## src/rtl/ssa_pkg.sv

```systemverilog
`timescale 1ns / 1ps
`default_nettype none

package ssa_pkg;

   // Field and state widths
   localparam int SAMPLE_W   = 24;
   localparam int SUM_W      = 32;
   localparam int CNT_W      = 7;
   localparam int ELAPSED_W  = 16;
   localparam int TIMEOUT_W  = 16;
   localparam int KIND_W     = 3;
   localparam int QTY_W      = 2;
   localparam int NUM_QTY    = 3;
   localparam int CSR_IDX_W  = 1;
   localparam int CSR_DATA_W = 16;

   // Request kinds
   localparam logic [KIND_W-1:0] KIND_SAMPLE           = 3'd0;
   localparam logic [KIND_W-1:0] KIND_READ_PRESSURE    = 3'd1;
   localparam logic [KIND_W-1:0] KIND_READ_TEMPERATURE = 3'd2;
   localparam logic [KIND_W-1:0] KIND_READ_AIRSPEED    = 3'd3;
   localparam logic [KIND_W-1:0] KIND_TICK             = 3'd4;

   // Quantity codes on the response
   localparam logic [QTY_W-1:0] QTY_PRESSURE    = 2'd0;
   localparam logic [QTY_W-1:0] QTY_TEMPERATURE = 2'd1;
   localparam logic [QTY_W-1:0] QTY_AIRSPEED    = 2'd2;

   // Register indexes
   localparam logic [CSR_IDX_W-1:0] CSR_EXT_ENABLED = 1'b0;
   localparam logic [CSR_IDX_W-1:0] CSR_TIMEOUT     = 1'b1;

   localparam logic [TIMEOUT_W-1:0] TIMEOUT_RESET = 16'd2000;
   localparam logic [ELAPSED_W-1:0] ELAPSED_MAX   = 16'hFFFF;

   // Saturation limits of the average
   localparam logic [SAMPLE_W-1:0] AVG_MAX = 24'h7FFFFF;
   localparam logic [SAMPLE_W-1:0] AVG_MIN = 24'h800000;

   // Controller to datapath commands
   typedef struct packed {
      logic sample_en;
      logic tick_en;
      logic read_start;
      logic load_rsp;
   } ssa_cmd_type;

   // Datapath to controller status
   typedef struct packed {
      logic sel_empty;
      logic div_done;
   } ssa_sts_type;

endpackage

`default_nettype wire

```

## src/rtl/ssa_div.sv

```systemverilog
`timescale 1ns / 1ps
`default_nettype none

module ssa_div import ssa_pkg::*; (
   input  wire logic             clock,
   input  wire logic             reset,
   input  wire logic             start,
   input  wire logic [SUM_W-1:0] dividend,
   input  wire logic [CNT_W-1:0] divisor,
   output logic                  done,
   output logic [SUM_W-1:0]      quotient
);

   localparam int STEP_W = $clog2(SUM_W);
   localparam logic [STEP_W-1:0] LAST_STEP = STEP_W'(SUM_W - 1);

   logic              busy_ff;
   logic              done_ff;
   logic [STEP_W-1:0] step_ff;
   logic [SUM_W-1:0]  quo_ff;
   logic [SUM_W-1:0]  quo_in;
   logic [CNT_W-1:0]  rem_ff;
   logic [CNT_W-1:0]  rem_in;
   logic [CNT_W-1:0]  divisor_ff;
   logic [CNT_W:0]    rem_shift;
   logic [CNT_W:0]    rem_sub;
   logic              fits;

   // One restoring step: shift in the next dividend bit, subtract if it fits
   always_comb begin
      rem_shift = {rem_ff, quo_ff[SUM_W-1]};
      rem_sub   = rem_shift - {1'b0, divisor_ff};
      fits      = (rem_shift >= {1'b0, divisor_ff});
      rem_in    = fits ? rem_sub[CNT_W-1:0] : rem_shift[CNT_W-1:0];
      quo_in    = {quo_ff[SUM_W-2:0], fits};
   end

   // Step counter and done pulse
   always_ff @(posedge clock) begin
      if (reset) begin
         busy_ff <= 1'b0;
         done_ff <= 1'b0;
         step_ff <= '0;
      end else begin
         done_ff <= busy_ff && (step_ff == LAST_STEP);
         if (start) begin
            busy_ff <= 1'b1;
            step_ff <= '0;
         end else if (busy_ff) begin
            step_ff <= step_ff + 1'b1;
            if (step_ff == LAST_STEP) begin
               busy_ff <= 1'b0;
            end
         end
      end
   end

   // Remainder and quotient shift register
   always_ff @(posedge clock) begin
      if (start) begin
         quo_ff     <= dividend;
         rem_ff     <= '0;
         divisor_ff <= divisor;
      end else if (busy_ff) begin
         quo_ff <= quo_in;
         rem_ff <= rem_in;
      end
   end

   assign done     = done_ff;
   assign quotient = quo_ff;

endmodule

`default_nettype wire

```

## src/rtl/ssa_dp.sv

```systemverilog
`timescale 1ns / 1ps
`default_nettype none

module ssa_dp import ssa_pkg::*; #(
   parameter int MAX_COUNT = 100
) (
   input  wire logic                  clock,
   input  wire logic                  reset,
   input  wire ssa_cmd_type           cmd,
   output ssa_sts_type                sts,
   input  wire logic [KIND_W-1:0]     req_kind,
   input  wire logic [SAMPLE_W-1:0]   req_pressure_sample,
   input  wire logic [SAMPLE_W-1:0]   req_temperature_sample,
   input  wire logic [SAMPLE_W-1:0]   req_airspeed_sample,
   input  wire logic                  csr_wr_en,
   input  wire logic [CSR_IDX_W-1:0]  csr_index,
   input  wire logic [CSR_DATA_W-1:0] csr_wdata,
   output logic [QTY_W-1:0]           rsp_quantity,
   output logic                       rsp_has_data,
   output logic [SAMPLE_W-1:0]        rsp_average,
   output logic                       rsp_fresh,
   output logic                       rsp_source_present
);

   localparam logic [CNT_W-1:0] COUNT_LIMIT = CNT_W'(MAX_COUNT);

   logic [SAMPLE_W-1:0]  samp [NUM_QTY];
   logic [SUM_W-1:0]     sum_ff [NUM_QTY];
   logic [CNT_W-1:0]     cnt_ff [NUM_QTY];
   logic [SUM_W-1:0]     sum_in [NUM_QTY];
   logic [CNT_W-1:0]     cnt_in [NUM_QTY];

   logic                 ext_enabled_ff;
   logic [TIMEOUT_W-1:0] timeout_ff;
   logic [ELAPSED_W-1:0] elapsed_ff;

   logic [KIND_W-1:0]    sel_wide;
   logic [QTY_W-1:0]     sel;
   logic [SUM_W-1:0]     sel_sum;
   logic [CNT_W-1:0]     sel_cnt;
   logic [SUM_W-1:0]     sel_mag;

   logic                 div_done;
   logic [SUM_W-1:0]     quotient;

   logic [QTY_W-1:0]     qty_ff;
   logic                 has_ff;
   logic                 neg_ff;
   logic                 fresh_ff;
   logic [SAMPLE_W-1:0]  avg_in;

   logic [QTY_W-1:0]     rsp_quantity_ff;
   logic                 rsp_has_data_ff;
   logic [SAMPLE_W-1:0]  rsp_average_ff;
   logic                 rsp_fresh_ff;
   logic                 rsp_source_present_ff;

   assign samp[QTY_PRESSURE]    = req_pressure_sample;
   assign samp[QTY_TEMPERATURE] = req_temperature_sample;
   assign samp[QTY_AIRSPEED]    = req_airspeed_sample;

   // Select the quantity that a read names
   assign sel_wide = req_kind - KIND_READ_PRESSURE;
   assign sel      = sel_wide[QTY_W-1:0];

   always_comb begin
      unique case (sel)
         QTY_PRESSURE: begin
            sel_sum = sum_ff[QTY_PRESSURE];
            sel_cnt = cnt_ff[QTY_PRESSURE];
         end
         QTY_TEMPERATURE: begin
            sel_sum = sum_ff[QTY_TEMPERATURE];
            sel_cnt = cnt_ff[QTY_TEMPERATURE];
         end
         QTY_AIRSPEED: begin
            sel_sum = sum_ff[QTY_AIRSPEED];
            sel_cnt = cnt_ff[QTY_AIRSPEED];
         end
         default: begin
            sel_sum = '0;
            sel_cnt = '0;
         end
      endcase
      sel_mag = sel_sum[SUM_W-1] ? (~sel_sum + 1'b1) : sel_sum;
   end

   assign sts.sel_empty = (sel_cnt == '0);
   assign sts.div_done  = div_done;

   // Accumulator lanes: add, then halve sum and count past the limit
   for (genvar g = 0; g < NUM_QTY; g++) begin : g_lane
      logic [SUM_W-1:0] sum_add;
      logic [CNT_W-1:0] cnt_inc;

      always_comb begin
         sum_add   = sum_ff[g] + {{(SUM_W - SAMPLE_W){samp[g][SAMPLE_W-1]}}, samp[g]};
         cnt_inc   = cnt_ff[g] + 1'b1;
         sum_in[g] = sum_ff[g];
         cnt_in[g] = cnt_ff[g];
         if (cmd.sample_en) begin
            if (cnt_inc > COUNT_LIMIT) begin
               sum_in[g] = {sum_add[SUM_W-1], sum_add[SUM_W-1:1]};
               cnt_in[g] = {1'b0, cnt_inc[CNT_W-1:1]};
            end else begin
               sum_in[g] = sum_add;
               cnt_in[g] = cnt_inc;
            end
         end else if (cmd.read_start && (sel == QTY_W'(g))) begin
            sum_in[g] = '0;
            cnt_in[g] = '0;
         end
      end

      always_ff @(posedge clock) begin
         if (reset) begin
            sum_ff[g] <= '0;
            cnt_ff[g] <= '0;
         end else begin
            sum_ff[g] <= sum_in[g];
            cnt_ff[g] <= cnt_in[g];
         end
      end
   end

   // Configuration registers and the saturating millisecond counter
   always_ff @(posedge clock) begin
      if (reset) begin
         ext_enabled_ff <= 1'b0;
         timeout_ff     <= TIMEOUT_RESET;
         elapsed_ff     <= '0;
      end else begin
         if (csr_wr_en) begin
            unique case (csr_index)
               CSR_EXT_ENABLED: ext_enabled_ff <= csr_wdata[0];
               CSR_TIMEOUT:     timeout_ff     <= csr_wdata[TIMEOUT_W-1:0];
               default:         ext_enabled_ff <= ext_enabled_ff;
            endcase
         end
         if (cmd.sample_en) begin
            elapsed_ff <= '0;
         end else if (cmd.tick_en && (elapsed_ff != ELAPSED_MAX)) begin
            elapsed_ff <= elapsed_ff + 1'b1;
         end
      end
   end

   // Capture the read's flags while the divide runs
   always_ff @(posedge clock) begin
      if (cmd.read_start) begin
         qty_ff   <= sel;
         has_ff   <= !sts.sel_empty;
         neg_ff   <= sel_sum[SUM_W-1];
         fresh_ff <= (sel == QTY_AIRSPEED) && !sts.sel_empty && (elapsed_ff < timeout_ff);
      end
   end

   ssa_div u_div (
      .clock    (clock),
      .reset    (reset),
      .start    (cmd.read_start && !sts.sel_empty),
      .dividend (sel_mag),
      .divisor  (sel_cnt),
      .done     (div_done),
      .quotient (quotient)
   );

   // Apply the sign and saturate to the average's range
   always_comb begin
      if (!has_ff) begin
         avg_in = '0;
      end else if (!neg_ff) begin
         avg_in = (quotient[SUM_W-1:SAMPLE_W-1] != '0) ? AVG_MAX : quotient[SAMPLE_W-1:0];
      end else if ((quotient[SUM_W-1:SAMPLE_W] != '0) ||
                   (quotient[SAMPLE_W-1] && (quotient[SAMPLE_W-2:0] != '0))) begin
         avg_in = AVG_MIN;
      end else begin
         avg_in = ~quotient[SAMPLE_W-1:0] + 1'b1;
      end
   end

   // Response payload register
   always_ff @(posedge clock) begin
      if (cmd.load_rsp) begin
         rsp_quantity_ff       <= qty_ff;
         rsp_has_data_ff       <= has_ff;
         rsp_average_ff        <= avg_in;
         rsp_fresh_ff          <= fresh_ff;
         rsp_source_present_ff <= ext_enabled_ff;
      end
   end

   assign rsp_quantity       = rsp_quantity_ff;
   assign rsp_has_data       = rsp_has_data_ff;
   assign rsp_average        = rsp_average_ff;
   assign rsp_fresh          = rsp_fresh_ff;
   assign rsp_source_present = rsp_source_present_ff;

endmodule

`default_nettype wire

```

## src/rtl/ssa_ctrl.sv

```systemverilog
`timescale 1ns / 1ps
`default_nettype none

module ssa_ctrl import ssa_pkg::*; (
   input  wire logic              clock,
   input  wire logic              reset,
   input  wire logic              req_valid,
   input  wire logic [KIND_W-1:0] req_kind,
   output logic                   req_ready,
   output logic                   rsp_valid,
   input  wire logic              rsp_ready,
   input  wire ssa_sts_type       sts,
   output ssa_cmd_type            cmd
);

   typedef enum logic [1:0] {
      ST_IDLE,
      ST_DIVIDE,
      ST_DONE
   } state_type;

   state_type state_ff;
   state_type state_in;
   logic      rsp_valid_ff;
   logic      rsp_valid_in;
   logic      accept;
   logic      is_sample;
   logic      is_tick;
   logic      is_read;

   // Decode the request kind; unused kinds are taken and dropped
   always_comb begin
      is_sample = 1'b0;
      is_tick   = 1'b0;
      is_read   = 1'b0;
      unique case (req_kind) inside
         KIND_SAMPLE: is_sample = 1'b1;
         KIND_TICK:   is_tick   = 1'b1;
         KIND_READ_PRESSURE, KIND_READ_TEMPERATURE, KIND_READ_AIRSPEED: is_read = 1'b1;
         default: is_read = 1'b0;
      endcase
   end

   assign accept         = req_valid && (state_ff == ST_IDLE);
   assign cmd.sample_en  = accept && is_sample;
   assign cmd.tick_en    = accept && is_tick;
   assign cmd.read_start = accept && is_read;
   assign cmd.load_rsp   = (state_ff == ST_DONE) && (!rsp_valid_ff || rsp_ready);

   // Next state and response valid
   always_comb begin
      state_in     = state_ff;
      rsp_valid_in = rsp_valid_ff;
      if (rsp_ready) begin
         rsp_valid_in = 1'b0;
      end
      unique case (state_ff)
         ST_IDLE: begin
            if (cmd.read_start) begin
               state_in = sts.sel_empty ? ST_DONE : ST_DIVIDE;
            end
         end
         ST_DIVIDE: begin
            if (sts.div_done) begin
               state_in = ST_DONE;
            end
         end
         ST_DONE: begin
            if (cmd.load_rsp) begin
               rsp_valid_in = 1'b1;
               state_in     = ST_IDLE;
            end
         end
         default: state_in = ST_IDLE;
      endcase
   end

   always_ff @(posedge clock) begin
      if (reset) begin
         state_ff     <= ST_IDLE;
         rsp_valid_ff <= 1'b0;
      end else begin
         state_ff     <= state_in;
         rsp_valid_ff <= rsp_valid_in;
      end
   end

   assign req_ready = (state_ff == ST_IDLE);
   assign rsp_valid = rsp_valid_ff;

endmodule

`default_nettype wire

```

## src/rtl/sensor_sample_averager.sv

```systemverilog
`timescale 1ns / 1ps
`default_nettype none

// Running-sum averager for pressure, temperature and airspeed samples.
// Request channel (req_*): one beat carries a kind and three signed samples
// with 8 fractional bits. A sample beat adds to all three sums and clears the
// millisecond counter; a tick beat advances that counter, saturating at its top.
// Both give no response; unused kinds are taken and dropped.
// A read beat gives one response beat (rsp_*) with the truncated average, a
// has-data flag, a freshness flag for airspeed and the source-present bit, and
// clears that quantity. The average comes from a restoring divider that makes
// one quotient bit per cycle. A non-empty read divides, then loads its response;
// an empty read skips the divide. The next request is taken in the cycle after
// the response is loaded.
// The response waits in an output register; a stalled receiver holds it, and a
// following read finishes its divide and then waits until that beat is taken.
// Configuration (csr_*) is written at any edge with csr_wr_en high.
// Synchronous reset clears the sums, counts and counter, sets the timeout to
// 2000 ms and the source-present bit to zero, and drops any pending response.
module sensor_sample_averager import ssa_pkg::*; #(
   parameter int MAX_COUNT = 100
) (
   input  wire logic                  clock,
   input  wire logic                  reset,
   input  wire logic                  req_valid,
   output logic                       req_ready,
   input  wire logic [KIND_W-1:0]     req_kind,
   input  wire logic [SAMPLE_W-1:0]   req_pressure_sample,
   input  wire logic [SAMPLE_W-1:0]   req_temperature_sample,
   input  wire logic [SAMPLE_W-1:0]   req_airspeed_sample,
   output logic                       rsp_valid,
   input  wire logic                  rsp_ready,
   output logic [QTY_W-1:0]           rsp_quantity,
   output logic                       rsp_has_data,
   output logic [SAMPLE_W-1:0]        rsp_average,
   output logic                       rsp_fresh,
   output logic                       rsp_source_present,
   input  wire logic                  csr_wr_en,
   input  wire logic [CSR_IDX_W-1:0]  csr_index,
   input  wire logic [CSR_DATA_W-1:0] csr_wdata
);

   ssa_cmd_type cmd;
   ssa_sts_type sts;

   ssa_ctrl u_ctrl (
      .clock     (clock),
      .reset     (reset),
      .req_valid (req_valid),
      .req_kind  (req_kind),
      .req_ready (req_ready),
      .rsp_valid (rsp_valid),
      .rsp_ready (rsp_ready),
      .sts       (sts),
      .cmd       (cmd)
   );

   ssa_dp #(
      .MAX_COUNT (MAX_COUNT)
   ) u_dp (
      .clock                  (clock),
      .reset                  (reset),
      .cmd                    (cmd),
      .sts                    (sts),
      .req_kind               (req_kind),
      .req_pressure_sample    (req_pressure_sample),
      .req_temperature_sample (req_temperature_sample),
      .req_airspeed_sample    (req_airspeed_sample),
      .csr_wr_en              (csr_wr_en),
      .csr_index              (csr_index),
      .csr_wdata              (csr_wdata),
      .rsp_quantity           (rsp_quantity),
      .rsp_has_data           (rsp_has_data),
      .rsp_average            (rsp_average),
      .rsp_fresh              (rsp_fresh),
      .rsp_source_present     (rsp_source_present)
   );

   // No response can be raised in the cycle right after a request beat
   a_no_rsp_after_accept: assert property (@(posedge clock) disable iff (reset)
      (req_valid && req_ready) |=> !$rose(rsp_valid))
      else $error("response raised right after a request beat");

   // The divider only finishes while a read is in flight
   a_div_done_busy: assert property (@(posedge clock) disable iff (reset)
      sts.div_done |-> !req_ready)
      else $error("divider finished while idle");

   // An empty read carries a zero average and is never fresh
   a_empty_read: assert property (@(posedge clock) disable iff (reset)
      (rsp_valid && !rsp_has_data) |-> ((rsp_average == '0) && !rsp_fresh))
      else $error("empty read with nonzero payload");

   // Only an airspeed read can be fresh
   a_fresh_airspeed: assert property (@(posedge clock) disable iff (reset)
      (rsp_valid && rsp_fresh) |-> (rsp_quantity == QTY_AIRSPEED))
      else $error("fresh flag on a non-airspeed read");

endmodule

`default_nettype wire

```

## config.mk

```make
export PLATFORM = sky130hd
export DESIGN_NAME = sensor_sample_averager
export DESIGN_NICKNAME = d
export VERILOG_FILES = /design/src/rtl/ssa_pkg.sv /design/src/rtl/ssa_div.sv /design/src/rtl/ssa_dp.sv /design/src/rtl/ssa_ctrl.sv /design/src/rtl/sensor_sample_averager.sv
export SDC_FILE = /design/constraint.sdc
export NUM_CORES = 1
export LEC_CHECK = 0
export BUFFER_PORTS_ARGS = -buffer_cell sky130_fd_sc_hd__buf_2
export CAP_MARGIN = 10
export CORE_ASPECT_RATIO = 1.1
export CORE_MARGIN = 3
export CORE_UTILIZATION = 57
export DETAILED_ROUTE_END_ITERATION = 10
export PLACE_DENSITY = 0.8
export REMOVE_ABC_BUFFERS = 1
export SKIP_LAST_GASP = 1
export SLEW_MARGIN = 40
export SYNTH_ARGS = -nofsm -noshare
export SYNTH_HDL_FRONTEND = slang
export SYNTH_HIERARCHICAL = 1
export SYNTH_SLANG_ARGS = --single-unit
export TNS_END_PERCENT = 50
```

## constraint.sdc

```tcl
create_clock -name clock -period 6.6 [get_ports clock]
set_input_delay 0.33 -clock clock [delete_from_list [all_inputs] [get_ports clock]]
set_output_delay 0.33 -clock clock [all_outputs]
set_load 0.1 [all_outputs]
```

==> results.txt <==
The leading register cell type out of synthesis is sky130_fd_sc_hd__dfxtp_1. The number of instances in the synthesized netlist came out at 2189. The TritonCTS clock tree is done. The initialized floorplan defines 67 standard-cell rows.

Setup slack on the worst reg-to-reg path comes out at 3.02 ns. The root buffer cell is sky130_fd_sc_hd__clkbuf_16. The global routing met3 resource utilization is 4.74%. The worst relative slew slack is 45.6%. After synthesis the netlist holds a flip-flop and latch count of 240. The global-route usage over all layers is 28.4%. The number of top-level pins is 128. In this run the power density over the cells is 185 nW/um^2. The clock tree skew after final layout is 0.0279 ns. The critical path data required time came out at 6.78 ns. The global placement routability congestion is 0.947. The first-pass GRT wire length is 79600 um. Leaving out fill and tap cells, the most frequent cell in the layout is sky130_fd_sc_hd__nand2_1. For this design the static power due to leakage is 8.15 nW. The number of stages on the worst hold path came out at 3. For the final routed database, the setup TNS stands at 0 ns. The pin count of the biggest net entering global routing is 61. The worst-margin pin slew is 0.816 ns.

The number of logic stages on the critical path including buffering is 10. The cell area reported after detailed placement came out at 18900 sq um. The number of buffers created by CTS is 27. The arrival time of the worst setup path is 3.77 ns. The unique cell type count in the Yosys netlist is 89. In this run the worst hold path is classified as in2reg. The number of antenna violations at the first check in global routing came out at 10. For this configuration, the core starts out at a cell density of 58.5%. In this run the tool buffered the top-level ports with 127 buffer cells.

The synthesis-to-finish area growth is 10.1%. The delay of the slowest critical-path stage came out at 0.66 ns. In this run the number of H-tree levels came out at 1. The net count of the finished layout is 2484. By startpoint and endpoint, the worst setup path is classified as in2reg. The highest clock rate is 0.279 GHz.

For the worst flop-to-flop path, the logic depth is 7. Traced cell by cell, the critical path runs through buf_2 > ha_1 > buf_4 > a222oi_1 > nor2_1 > or4_1 > or4_1 > and2_2 > buf_4 > or2_2. The share of layout cells above drive strength 1 is 12.6%. The largest fanout of any net on the critical path came out at 60. STA classifies the critical path startpoint as an input port. The clock latency on the worst-skew pair is 0.55 ns. The slowest stage of the critical path is the sky130_fd_sc_hd__or2_2 cell.

The final-report hold violation count came to 0. The total setup violations reported at the end of the flow is 0. The worst-case clock buffer depth came out at 3. The clock edge transition at the registers on the reported setup and hold paths came out at 0.06 ns. The proportion of register bits with asynchronous set or reset after synthesis is 0%. The die area is 33900 sq um. The remaining global-route overflow came out at 0. The overall die height came out at 193 um. In the routed design, unresolved DRC markers number 0. The mapped netlist covers 18100 sq um. Counting I/O delays and the setup requirement, the final critical path takes 3.59 ns. The cell family contributing the most delay on the critical path is simple AND/OR/NAND/NOR gates. The via density per instance is 6.28. The tree built by TritonCTS fans out to 240 sinks.

The width of the die is 176 um. The max-cap check violation count came out at 0. After global routing, the most crowded layer is met2. Yosys printed 6 warnings. The mean routed wirelength per cell came out at 18.5 um. The number of global-route vias before repair is 15700. The total vias in the final route came out at 16900. The flow ran to the end, and the final reports show no timing, DRC or antenna violations.

STA classifies the critical path endpoint as a flop. The finished cells cover 19900 sq um. The routed wire length is 49800 um. The total instance count after detailed placement is 2631. The met2 track utilization from global routing is 46.9%. The pre-antenna-repair detailed-routing pass consisted of 8 iterations. The worst-case IR drop observed on VDD is 192 uV. The detail route stage leaves a number of antenna-violating nets equal to 0. In the layout the commonest cells are sky130_fd_sc_hd__nand2_1 (252), sky130_fd_sc_hd__nor2_1 (184), sky130_fd_sc_hd__dfxtp_1 (167). After legalization and detailed placement, the total HPWL measured 37800 um. The number of max-slew violations in the final report was 0. The post-cts resize count is 0. The synthesized design contains 73 enable-type register cells.

The mean instance size in the synthesized netlist came out at 8.25 sq um. The DRC marker count from the first detailed-route iteration came out at 1701. Sequential elements use 30.6% of the synthesized area. The power after layout came out at 3.68 mW. The global routing met1 resource utilization came out at 38.2%.

The core outline area came out at 30800 sq um. Setup repair after global routing left no endpoint under its margin. The critical path buffer and inverter count is 3. The final clock period utilization by the worst path came out at 54.3%.

Excluding fillers, the count of instances in the completed layout stands at 2691.
## worst register-to-register path: cells and delay by family (launching register included)
family	cells	cell delay, ns
buffers and inverters	1	0.33
and+or+nand+nor	5	2.01
AOI/OAI and AO/OA	1	0.42
DFF	1	0.43
## area by class of cell
type                            instances  area, sq um
Timing Repair Buffer                  159          888
Sequential cell                       240         5540
Tap cell                              414          518
Antenna cell                            4         10.0
Fill cell                            2684        11000
Clock buffer                           36          739
Inverter                               81          304
Multi-Input combinational cell       1744        11800
Clock inverter                         13          141
## worst paths after layout
kind | startpoint | endpoint
hold reg to reg | u_dp/timeout_ff[12] | u_dp/timeout_ff[12]
setup / recovery | req_kind[0] | u_dp/u_div/quotient[26]
hold / removal | csr_wdata[2] | u_dp/timeout_ff[2]
setup reg to reg | u_dp/cnt_ff[0][2] | u_dp/u_div/quotient[26]
## cell usage after synthesis, types with 11 or more instances
library cell,number,area share [%]
sky130_fd_sc_hd__o211ai_1,36,1.5
sky130_fd_sc_hd__a21oi_1,135,3.7
sky130_fd_sc_hd__a211oi_1,35,1.5
sky130_fd_sc_hd__nand4_1,25,0.87
sky130_fd_sc_hd__clkbuf_1,106,2.2
sky130_fd_sc_hd__nand3_1,58,1.6
sky130_fd_sc_hd__nor3b_1,25,1.0
sky130_fd_sc_hd__nand3b_1,11,0.46
sky130_fd_sc_hd__nor2b_1,40,1.4
sky130_fd_sc_hd__xor2_1,61,3.0
sky130_fd_sc_hd__and3_1,32,1.1
sky130_fd_sc_hd__a222oi_1,36,2.0
sky130_fd_sc_hd__edfxtp_1,73,12
sky130_fd_sc_hd__nor3_1,36,1.0
sky130_fd_sc_hd__xnor2_1,89,4.3
sky130_fd_sc_hd__o21ai_0,133,3.7
sky130_fd_sc_hd__mux2_2,46,2.9
sky130_fd_sc_hd__buf_1,13,0.27
sky130_fd_sc_hd__dfxtp_1,167,19
sky130_fd_sc_hd__nor2_1,184,3.8
sky130_fd_sc_hd__ha_1,130,9.0
sky130_fd_sc_hd__nand2b_1,20,0.69
sky130_fd_sc_hd__a21o_1,41,1.7
sky130_fd_sc_hd__or2_2,16,0.55
sky130_fd_sc_hd__and2_1,13,0.45
sky130_fd_sc_hd__a22oi_1,55,2.3
sky130_fd_sc_hd__mux2i_1,21,1.2
sky130_fd_sc_hd__nand2_1,252,5.2
sky130_fd_sc_hd__inv_1,81,1.7
sky130_fd_sc_hd__o21bai_1,12,0.50
sky130_fd_sc_hd__a31oi_1,22,0.76
sky130_fd_sc_hd__o221ai_1,20,0.97
## stage by stage
stage	utilization, %	setup WS [ns]	hold slack, ns
floorplan	-	2.33	0.392
global placement	61.3	2.66	0.436
detailed placement	61.4	2.51	0.452
CTS	64.4	3.04	0.00281
global route	64.5	2.74	0.0193
finish	64.5	3.01	0.0195
## power breakdown
| part | switching [mW] | internal, mW |
|---|---|---|
| clock network | 0.611 | 0.899 |
| logic | 0.367 | 0.219 |
| registers | 0.0355 | 1.55 |
## routing by layer
layer	wire length [um]	up-vias
li1	-	8226
met1	21600	7869
met2	22800	674
met3	3920	113
met4	1440	14
met5	83	-
## registers in the layout, indices dropped and copies added, names as in the netlist, 5 cells and up
register and count:
u_dp/u_div/step_ff 5, u_dp/u_div/divisor_ff 7, u_dp/rsp_average 24, u_dp/cnt_ff 21, u_dp/u_div/quotient 32, u_dp/timeout_ff 16, u_dp/u_div/rem_ff 7, u_dp/elapsed_ff 16
u_dp/sum_ff 96
## cell families after synthesis
logic type               Yosys count  share of synthesized area, %
adder cells (fa/ha/maj)          134                          9.45
XOR/XNOR                         150                          7.27
multiplexers                      67                          4.03
flip-flops                       240                          30.6
AND/OR/NAND/NOR                  762                          20.4
buffers and inverters            205                          4.39
AO/OA/AOI/OAI                    631                          23.8
## repair_timing
| item | in CTS | in global routing |
|---|---|---|
| setup buffers | 0 | 0 |
| setup endpoints to repair | 0 | 0 |
| hold buffers | 6 | 0 |
| hold endpoints to repair | 6 | 0 |
No activity file was read; power rests on OpenSTA's default activity.
